File: config.mk
export PLATFORM = sky130hd
export DESIGN_NAME = page_frame_free_list_allocator
export DESIGN_NICKNAME = d
export VERILOG_FILES = /design/src/hw/rtl/pffl_pkg.sv /design/src/hw/rtl/page_frame_free_list_allocator.sv
export SDC_FILE = /design/constraint.sdc
export NUM_CORES = 2
export LEC_CHECK = 0
export BUFFER_PORTS_ARGS = -buffer_cell sky130_fd_sc_hd__buf_2
export CAP_MARGIN = 20
export CORE_ASPECT_RATIO = 1.1
export CORE_MARGIN = 2
export CORE_UTILIZATION = 60
export CTS_CLUSTER_SIZE = 24
export DETAILED_ROUTE_END_ITERATION = 10
export PLACE_DENSITY = 0.74
export SLEW_MARGIN = 20
export SYNTH_ARGS = -nofsm -noshare
export SYNTH_HDL_FRONTEND = slang
export SYNTH_SLANG_ARGS = --single-unit
File: constraint.sdc
create_clock -name clk -period 24.8 [get_ports clk]
set_input_delay 2.48 -clock clk [delete_from_list [all_inputs] [get_ports clk]]
set_output_delay 2.48 -clock clk [all_outputs]
set_load 0.05 [all_outputs]
File: src/hw/rtl/pffl_pkg.sv
// Shared types and constants for the page frame free-list allocator.
// No dependencies; imported by page_frame_free_list_allocator.
`default_nettype none

package pffl_pkg;

  localparam int FRAMES_DEF      = 256;
  localparam int MAX_REQUEST_DEF = 16;

  localparam logic CMD_ALLOC = 1'b0;
  localparam logic CMD_FREE  = 1'b1;

  localparam logic STATUS_DONE    = 1'b0;
  localparam logic STATUS_REFUSED = 1'b1;

  typedef struct packed {
    logic       cmd;
    logic [4:0] count;
    logic [7:0] free_frame;
  } req_t;

  typedef struct packed {
    logic [7:0] granted_frame;
    logic       status;
    logic       last;
  } resp_t;

endpackage

`default_nettype wire

File: src/hw/rtl/page_frame_free_list_allocator.sv
// Page frame allocator: LIFO free list in a next-pointer memory.
// Depends on pffl_pkg (request/response structs, command and status codes).
//
// Usage:
//   req channel (req_valid/req_ready/req) takes one command transaction at a time:
//   allocate count frames, or free one frame. resp channel (resp_valid/resp_ready/resp)
//   returns results: one per granted frame with last set on the final one, or a
//   single result for a free or a refused command.
//   Sequencing: each granted frame takes a next-pointer memory read (ST_RD), then
//   a head update and result load (ST_POP), one frame after another; free and
//   refused commands load their single result from ST_DONE or ST_REFUSE. The single
//   read port of the next-pointer memory serialises the frames. req_ready is high
//   only when the sequencer is idle.
//   Reset: after rst the block walks the next-pointer memory, one entry per cycle,
//   chaining every frame in ascending order; during this sweep req_ready stays low.
//   head is then frame 0 and all frames are free.
//   Stalls: resp is a single output register; while it holds an untaken
//   transaction the sequencer waits before loading the next result.
`default_nettype none

module page_frame_free_list_allocator #(
  parameter int FRAMES      = pffl_pkg::FRAMES_DEF,
  parameter int MAX_REQUEST = pffl_pkg::MAX_REQUEST_DEF
) (
  input  wire logic            clk,
  input  wire logic            rst,
  input  wire logic            req_valid,
  output logic                 req_ready,
  input  wire pffl_pkg::req_t  req,
  output logic                 resp_valid,
  input  wire logic            resp_ready,
  output pffl_pkg::resp_t      resp
);
  import pffl_pkg::*;

  localparam int AW = (FRAMES > 1) ? $clog2(FRAMES) : 1;   // memory index
  localparam int PW = $clog2(FRAMES + 1);                  // pointer incl. end mark
  localparam int EW = (PW > 8) ? PW : 8;                   // frame compare width
  localparam int CW = (PW > 7) ? PW : 7;                   // count compare width
  localparam int RW = $clog2(MAX_REQUEST + 1);             // remaining counter

  localparam logic [2:0] ST_INIT   = 3'd0;
  localparam logic [2:0] ST_IDLE   = 3'd1;
  localparam logic [2:0] ST_RD     = 3'd2;
  localparam logic [2:0] ST_POP    = 3'd3;
  localparam logic [2:0] ST_DONE   = 3'd4;
  localparam logic [2:0] ST_REFUSE = 3'd5;

  logic [PW-1:0] next_mem [FRAMES];

  logic [2:0]    state;
  logic [AW-1:0] init_idx;
  logic [PW-1:0] head;
  logic [PW-1:0] free_count;
  logic [RW-1:0] remaining;
  logic [PW-1:0] rd_data;

  logic          req_fire;
  logic          slot_free;
  logic          resp_load;
  logic [EW-1:0] frame_ext;
  logic [CW-1:0] count_ext;
  logic          alloc_bad;
  logic          free_bad;
  logic          head_valid;

  assign req_ready  = (state == ST_IDLE);
  assign req_fire   = req_valid && req_ready;
  assign slot_free  = !resp_valid || resp_ready;
  assign resp_load  = slot_free &&
                      (state == ST_POP || state == ST_DONE || state == ST_REFUSE);
  assign frame_ext  = EW'(req.free_frame);
  assign count_ext  = CW'(req.count);
  assign head_valid = (head < PW'(FRAMES));

  assign alloc_bad = (req.count == 5'd0) || (count_ext > CW'(MAX_REQUEST)) ||
                     (count_ext > CW'(free_count));
  assign free_bad  = (free_count == PW'(FRAMES)) || (frame_ext >= EW'(FRAMES));

  // next-pointer memory: init sweep and pushes write, pops read
  always_ff @(posedge clk) begin
    if (state == ST_INIT) begin
      next_mem[init_idx] <= PW'(init_idx) + PW'(1);
    end else if (req_fire && req.cmd == CMD_FREE && !free_bad) begin
      next_mem[frame_ext[AW-1:0]] <= head;
    end
    if (state == ST_RD && head_valid) begin
      rd_data <= next_mem[head[AW-1:0]];
    end
  end

  always_ff @(posedge clk) begin
    if (rst) begin
      state      <= ST_INIT;
      init_idx   <= '0;
      head       <= '0;
      free_count <= PW'(FRAMES);
      remaining  <= '0;
      resp_valid <= 1'b0;
    end else begin
      if (resp_valid && resp_ready && !resp_load) begin
        resp_valid <= 1'b0;
      end
      case (state)
        ST_INIT: begin
          init_idx <= init_idx + AW'(1);
          if (init_idx == AW'(FRAMES - 1)) begin
            state <= ST_IDLE;
          end
        end
        ST_IDLE: begin
          if (req_fire) begin
            if (req.cmd == CMD_ALLOC) begin
              if (alloc_bad) begin
                state <= ST_REFUSE;
              end else begin
                remaining <= RW'(req.count);
                state     <= ST_RD;
              end
            end else if (free_bad) begin
              state <= ST_REFUSE;
            end else begin
              head       <= PW'(frame_ext);
              free_count <= free_count + PW'(1);
              state      <= ST_DONE;
            end
          end
        end
        ST_RD: begin
          state <= ST_POP;
        end
        ST_POP: begin
          if (slot_free) begin
            resp_valid         <= 1'b1;
            resp.granted_frame <= 8'(head);
            resp.status        <= STATUS_DONE;
            resp.last          <= (remaining == RW'(1));
            head               <= head_valid ? rd_data : PW'(FRAMES);
            free_count         <= free_count - PW'(1);
            remaining          <= remaining - RW'(1);
            state              <= (remaining == RW'(1)) ? ST_IDLE : ST_RD;
          end
        end
        ST_DONE, ST_REFUSE: begin
          if (slot_free) begin
            resp_valid         <= 1'b1;
            resp.granted_frame <= 8'd0;
            resp.status        <= (state == ST_REFUSE) ? STATUS_REFUSED : STATUS_DONE;
            resp.last          <= 1'b1;
            state              <= ST_IDLE;
          end
        end
        default: begin
          state <= ST_IDLE;
        end
      endcase
    end
  end

endmodule

`default_nettype wire
Yosys cells after proc, flatten, opt, wreduce, memory -nomap -nowiden
Memories as Yosys holds them, arrays and structs flattened. A register that Yosys moved wholly into a read port is not among the register bits.
Cells that the tools add are included.

storage, ports and cells
  flip-flop bits (word level) = 45
  latch bits = 0
  bits in writable memories = 2304
  bits in read-only memories = 0
  input bits = 18
  output and inout port bits = 12
  word-level logic and storage cells = 103
  memories = 1

memory list
  memory    depth  bits a word  read ports  clocked after Yosys merged registers in  wr ports  line                                  source
  next_mem  256    9            1           1                                        1         page_frame_free_list_allocator.sv:49  logic [PW-1:0] next_mem [FRAMES];

cells by class
  $add $sub $neg = 5
  multiply operators = 0
  divide/modulo/power cells = 0
  magnitude comparators = 4
  equal/unequal tests = 16
  shift-type cells = 0
  multiplexer cells = 40
  bitwise gates (word level) = 1
  reduce and logical (&&, ||, !) cells = 27

operators with widths
  operator                                                                              number
  9-bit two-way mux                                                                     10
  9-bit case mux with 2 select lines                                                    2
  10-bit two-way mux                                                                    2
  5-bit two-way mux                                                                     4
  10-bit case mux with 2 select lines                                                   1
  3-bit two-way mux                                                                     6
  3-bit case mux with 5 select lines                                                    1
  1-bit two-way mux                                                                     11
  2-bit inequality test (second input constant)                                         5
  5-bit case mux with 2 select lines                                                    1
  5-bit AND reduction                                                                   2
  8-bit by 1-bit adder with 9-bit output (second input constant)                        1
  9-bit by 1-bit adder with 9-bit output (second input constant)                        1
  9-bit == test (second input constant)                                                 1
  8-bit by 9-bit greater-or-equal comparator with 1-bit output (second input constant)  1
  5-bit by 9-bit > comparator with 1-bit output                                         1
  9-bit < comparator (second input constant)                                            1
  9-bit OR reduction                                                                    1
  9-bit by 1-bit subtractor with 9-bit output (second input constant)                   1
  8-bit by 1-bit adder with 8-bit output (second input constant)                        1
  8-bit == test (second input constant)                                                 1
  8-bit two-way mux                                                                     1
  4-bit AND reduction                                                                   2
  1-bit logical AND                                                                     7
  16 further kinds                                                                      28

Depth between registers and ports, before layout
  depth in word-level cells = 9
  depth in mapped cells = 12
  depth with buffers taken out = 11

Least setup slack after synthesis
OpenSTA, ideal clock, no wires.

  kind = input port to flip-flop
  start point = in req_valid
  end point = mem next_mem[0][7] (netlist name), data pin
  library setup time = 2187 ps
  arrival = 13381 ps
  required time = 22613 ps
  setup slack = 9233 ps
  stages on the path = 6
  path buffers = 3
  cells stage by stage = and4bb_2 > o311a_1 > buf_2 > buf_2 > clkbuf_1 > o21ai_0

on the way
  longest elaborated chain between the ends = 8

RTL lines
  element                                  line                                  source
  start: declaration                       page_frame_free_list_allocator.sv:27  input wire logic req_valid,
  1-bit logical AND                        page_frame_free_list_allocator.sv:68  assign req_fire = req_valid && req_ready;
  1-bit logical AND (2 in series)          page_frame_free_list_allocator.sv:84  end else if (req_fire && req.cmd == CMD_FREE && !free_bad) begin
  1-bit two-way mux                        page_frame_free_list_allocator.sv:84
  1-bit two-way mux                        page_frame_free_list_allocator.sv:82  if (state == ST_INIT) begin
  1-bit two-way mux (implied by the code)  page_frame_free_list_allocator.sv:85  next_mem[frame_ext[AW-1:0]] <= head;
  9-bit OR reduction (no line)             n/a
  9-bit two-way mux (no line)              n/a
  end: declaration                         page_frame_free_list_allocator.sv:49

Every way passes these cells.

Worst setup path after layout
  start point = in req_valid
  end point = mem next_mem[79][5] (netlist name) (enable)

on the way
  longest elaborated chain between the ends = 8
  elaborated cells on any way between the ends = 9
  those cells by class = mux (5); reduce/logical (4)

RTL lines
  element                                                           line
  1-bit logical AND (*)                                             page_frame_free_list_allocator.sv:68
  1-bit logical AND (*) (2 in series)                               page_frame_free_list_allocator.sv:84
  1-bit two-way mux (*)                                             page_frame_free_list_allocator.sv:84
  1-bit two-way mux (*)                                             page_frame_free_list_allocator.sv:82
  1-bit two-way mux (implied by the code) (*)                       page_frame_free_list_allocator.sv:85
  9-bit OR reduction (no line)                                      n/a
  8-bit two-way mux (no line) or 1-bit two-way mux (tied branches)  n/a

Mark *: on every way between the ends. The rest lies on a longest branch, timed or not.

==> flow_metrics.py <==
metrics = {
    "cts": {
        "path_clk_slew_ns": 0.06,
        "cts_tree": "built",
        "numClockSinks": 2358,
        "cts_resized": 0,
        "cts_max_level": 4,
        "cts_buffer_depth": 3,
        "postCtsHoldBufs": 0,
        "postCtsSetupBuffers": 0,
        "clk_latency_ns": 0.86,
        "clockRootBuffer": "clkbuf_16",
        "cts_buffers": 212,
    },
    "synth": {
        "async_flop_share_pct": 0,
        "synth_area_leaders": "edfxtp_1 76%, mux4_2 15%, mux2i_1 1.3%",
        "synth.distinct_cells": 61,
        "synth_flop_cell": "edfxtp_1",
        "synthCells": 4297,
        "ys_warn_count": 0,
        "syn_area_per_cell_sq_um": 21.40,
        "synth_largest_area_cell": "edfxtp_1",
        "synth_top_area_share_pct": 75.86,
        "synth_edf_count": 2323,
        "synth_seq_cells": 2358,
        "synth_area_sq_um": 91960,
        "ys_seq_area_share_pct": 76.62,
        "syn_nets": 4331,
    },
    "routing": {
        "drt-initial-drc-count": 6560,
        "vias_per_cell": 6.796,
        "wl_per_cell_microns": 32.29,
        "vias": 44460,
        "ant_nets": 0,
        "drcViolationCount": 0,
        "dr.pass1.iters": 6,
        "drt_wl_total_mm": 211.3,
    },
    "layout": {
        "drive_gt1_share_pct": 23.67,
        "area_delta_synth_final_pct": 10.21,
        "fillers": 9389,
        "postLayoutCellArea_sq_um": 101300,
        "fin_util_pct": 66.67,
        "final_nets": 4408,
        "final_common_cell": "edfxtp_1",
        "final_cell_mix": "2323 x edfxtp_1, 608 x mux4_2, 302 x nor2_1",
        "fin_cells": 6542,
    },
    "power": {
        "power_frac_clock_pct": 42.9,
        "p_switching_mw": 1.528,
        "power.density_nw_per_um2": 77.44,
        "p_int_mw": 6.320,
        "p_comb_share_pct": 1.4,
        "ir_worst_vdd_v": 0.00007053,
        "p_leak_nw": 29.68,
        "seq_power_share_pct": 55.7,
        "swShare_pct": 19.47,
    },
    "grt": {
        "grt_usage_pct": 27.38,
        "antenna_found_initial": 10,
        "grt_max_degree": 237,
        "grt_first_pass_wirelength_mm": 307.9,
        "grt_overflow": 0,
        "use_met1_pct": 38.94,
        "use_met2_pct": 43.01,
        "globalRouteMet3Util_pct": 5.690,
        "grt_pass1_vias": 44250,
        "top_usage_layer": "met2",
    },
    "place": {
        "dpl_worst_slack_ns": 18.17,
        "hpwlAfterDp_mm": 125.3,
        "place_congestion": 0.8689,
        "numPortBuffers": 29,
        "place_inst": 6133,
        "placed_cell_area_sq_um": 94110,
    },
    "setup_path": {
        "cp_max_fo": 28,
        "rrSetupSlack_ns": 19.33,
        "crit_arrival_ns": 6.31,
        "reg2reg_from": "head[0]",
        "criticalPathCategory": "input pin to flip-flop",
        "r2r-end": "rd_data[0]",
        "cp-startpoint": "req_valid",
        "cp_cell_sequence": "buf_2, and4bb_2, o311a_2, nand3_1, nand2_1, nand3_1, buf_4, nor2_1",
        "end_kind": "flip-flop",
        "cp-endpoint": "next_mem[79][5]",
        "crit_top_cell": "nand3_1",
        "max_stage_delay_ns": 0.85,
        "worstRegToRegCells": 8,
        "startpoint_type": "input pin",
        "worst_path_max_delay_cell": "o311a_2",
        "cp.required_ns": 25.28,
    },
    "sta": {
        "period_share_pct": 23.53,
        "drv_slew": 0,
        "hold_viol": 0,
        "worstMarginPinSlew_ns": 1.121,
        "finalClockSkew_ns": 0.02495,
        "finalCriticalPeriod_ns": 5.835,
        "fmax_ghz": 0.1714,
        "setup_viol_count_final": 0,
        "max-slew-margin-rel_pct": 25.24,
        "fin_ws_ns": 18.96,
        "rsz0062_at_grt": "false",
        "setup_tns_ns": 0,
    },
    "die": {
        "io_pins": 30,
        "core_sq_um": 152000,
        "fp.dieArea_sq_um": 156400,
        "rows": 150,
        "start_util_pct": 60.49,
        "die_width_microns": 377.3,
        "fp.dieH_microns": 414.6,
    },
    "status": {
        "status": "complete, no violations",
    },
    "hold_path": {
        "whs_path_depth": 2,
        "hold_class": "flip-flop to flip-flop",
    },
    "run": {
        "drv_cap": 0,
    },
}
==> layout make-up <==
class | count | area [sq um] | share of cell area, %
Sequential cell | 2358 | 70480 | 69.54
Tap cell | 1976 | 2472 | 2.440
Clock inverter | 144 | 1559 | 1.538
Inverter | 14 | 52.55 | 0.05185
Clock buffer | 254 | 5589 | 5.515
Antenna cell | 8 | 20.02 | 0.01975
Timing Repair Buffer | 121 | 940.9 | 0.9284
Multi-Input combinational cell | 1667 | 20230 | 19.97
==> metrics by stage <==
stage / power (mW) / hold slack (ns)
floorplan: 4.530 / 0.4409
global placement: 4.565 / 0.4539
detailed placement: 4.569 / 0.4698
CTS: 7.877 / 0.4787
global route: 8.022 / 0.5000
finish: 7.848 / 0.4796
==> registers in the layout, summed over array words and instances (netlist names) <==
register,cells
free_count,9
head,9
init_idx,8
next_mem,2304
rd_data,9
remaining,5
resp,10
resp_valid,1
state,3
==> per-layer routing <==
metal / vias up / wire length (microns)
met5: - / 67
met1: 23400 / 80770
met3: 392 / 20000
met2: 2511 / 103000
li1: 18140 / -
met4: 10 / 7384
==> cells by family after synthesis <==
kind of cell | Yosys count | synth area share [%]
fa+ha+maj | 16 | 0.2259
compound gates | 324 | 2.429
flops | 2358 | 76.62
mux | 729 | 16.21
xor+xnor | 16 | 0.1524
simple gates | 582 | 2.857
buf+inv | 272 | 1.508
==> cells in the mapped netlist, types with 9 or more instances <==
library cell  count
a211oi_1         32
mux4_2          608
a21oi_1          70
o22ai_1          30
a31oi_1          11
buf_6            18
nand3b_1         12
nor2_1          303
inv_1            14
nor3_1           23
a311oi_1          9
or3_1            16
a22oi_1          89
o221ai_1         20
dfxtp_1          35
mux2i_1         121
clkbuf_1        104
edfxtp_1       2323
and2_1           10
nor2b_1          13
buf_4            35
buf_2            76
nor3b_1           9
ha_1             15
o21ai_0          28
buf_1            24
nand2b_1         18
nand4_1          18
nand3_1          59
nand2_1          82
==> power groups by stage <==
stage	registers (mW)	clock network, mW	logic, mW
4_1_cts	4.38	3.39	0.107
5_1_grt	4.37	3.53	0.115
3_3_place_gp	4.46	0	0.105
6_report	4.37	3.36	0.109
2_1_floorplan	4.48	0	0.0460
3_5_place_dp	4.46	0	0.108
==> worst max-delay path: cells and delay by family <==
kind,cells,cell delay (ns)
simple gates,5,2.29
compound gates,1,0.85
buf+inv,2,0.64
==> worst min-delay path by stage <==
stage	startpoint	to	slack (ns)
final	remaining[1]	remaining[1]	0.48
after global placement	remaining[1]	remaining[1]	0.45
after global routing	free_count[5]	free_count[5]	0.50
after CTS	free_count[6]	free_count[6]	0.48
after floorplan	remaining[1]	remaining[1]	0.44
after detailed placement	free_count[6]	free_count[6]	0.47
(Power assumes the default switching activity.)
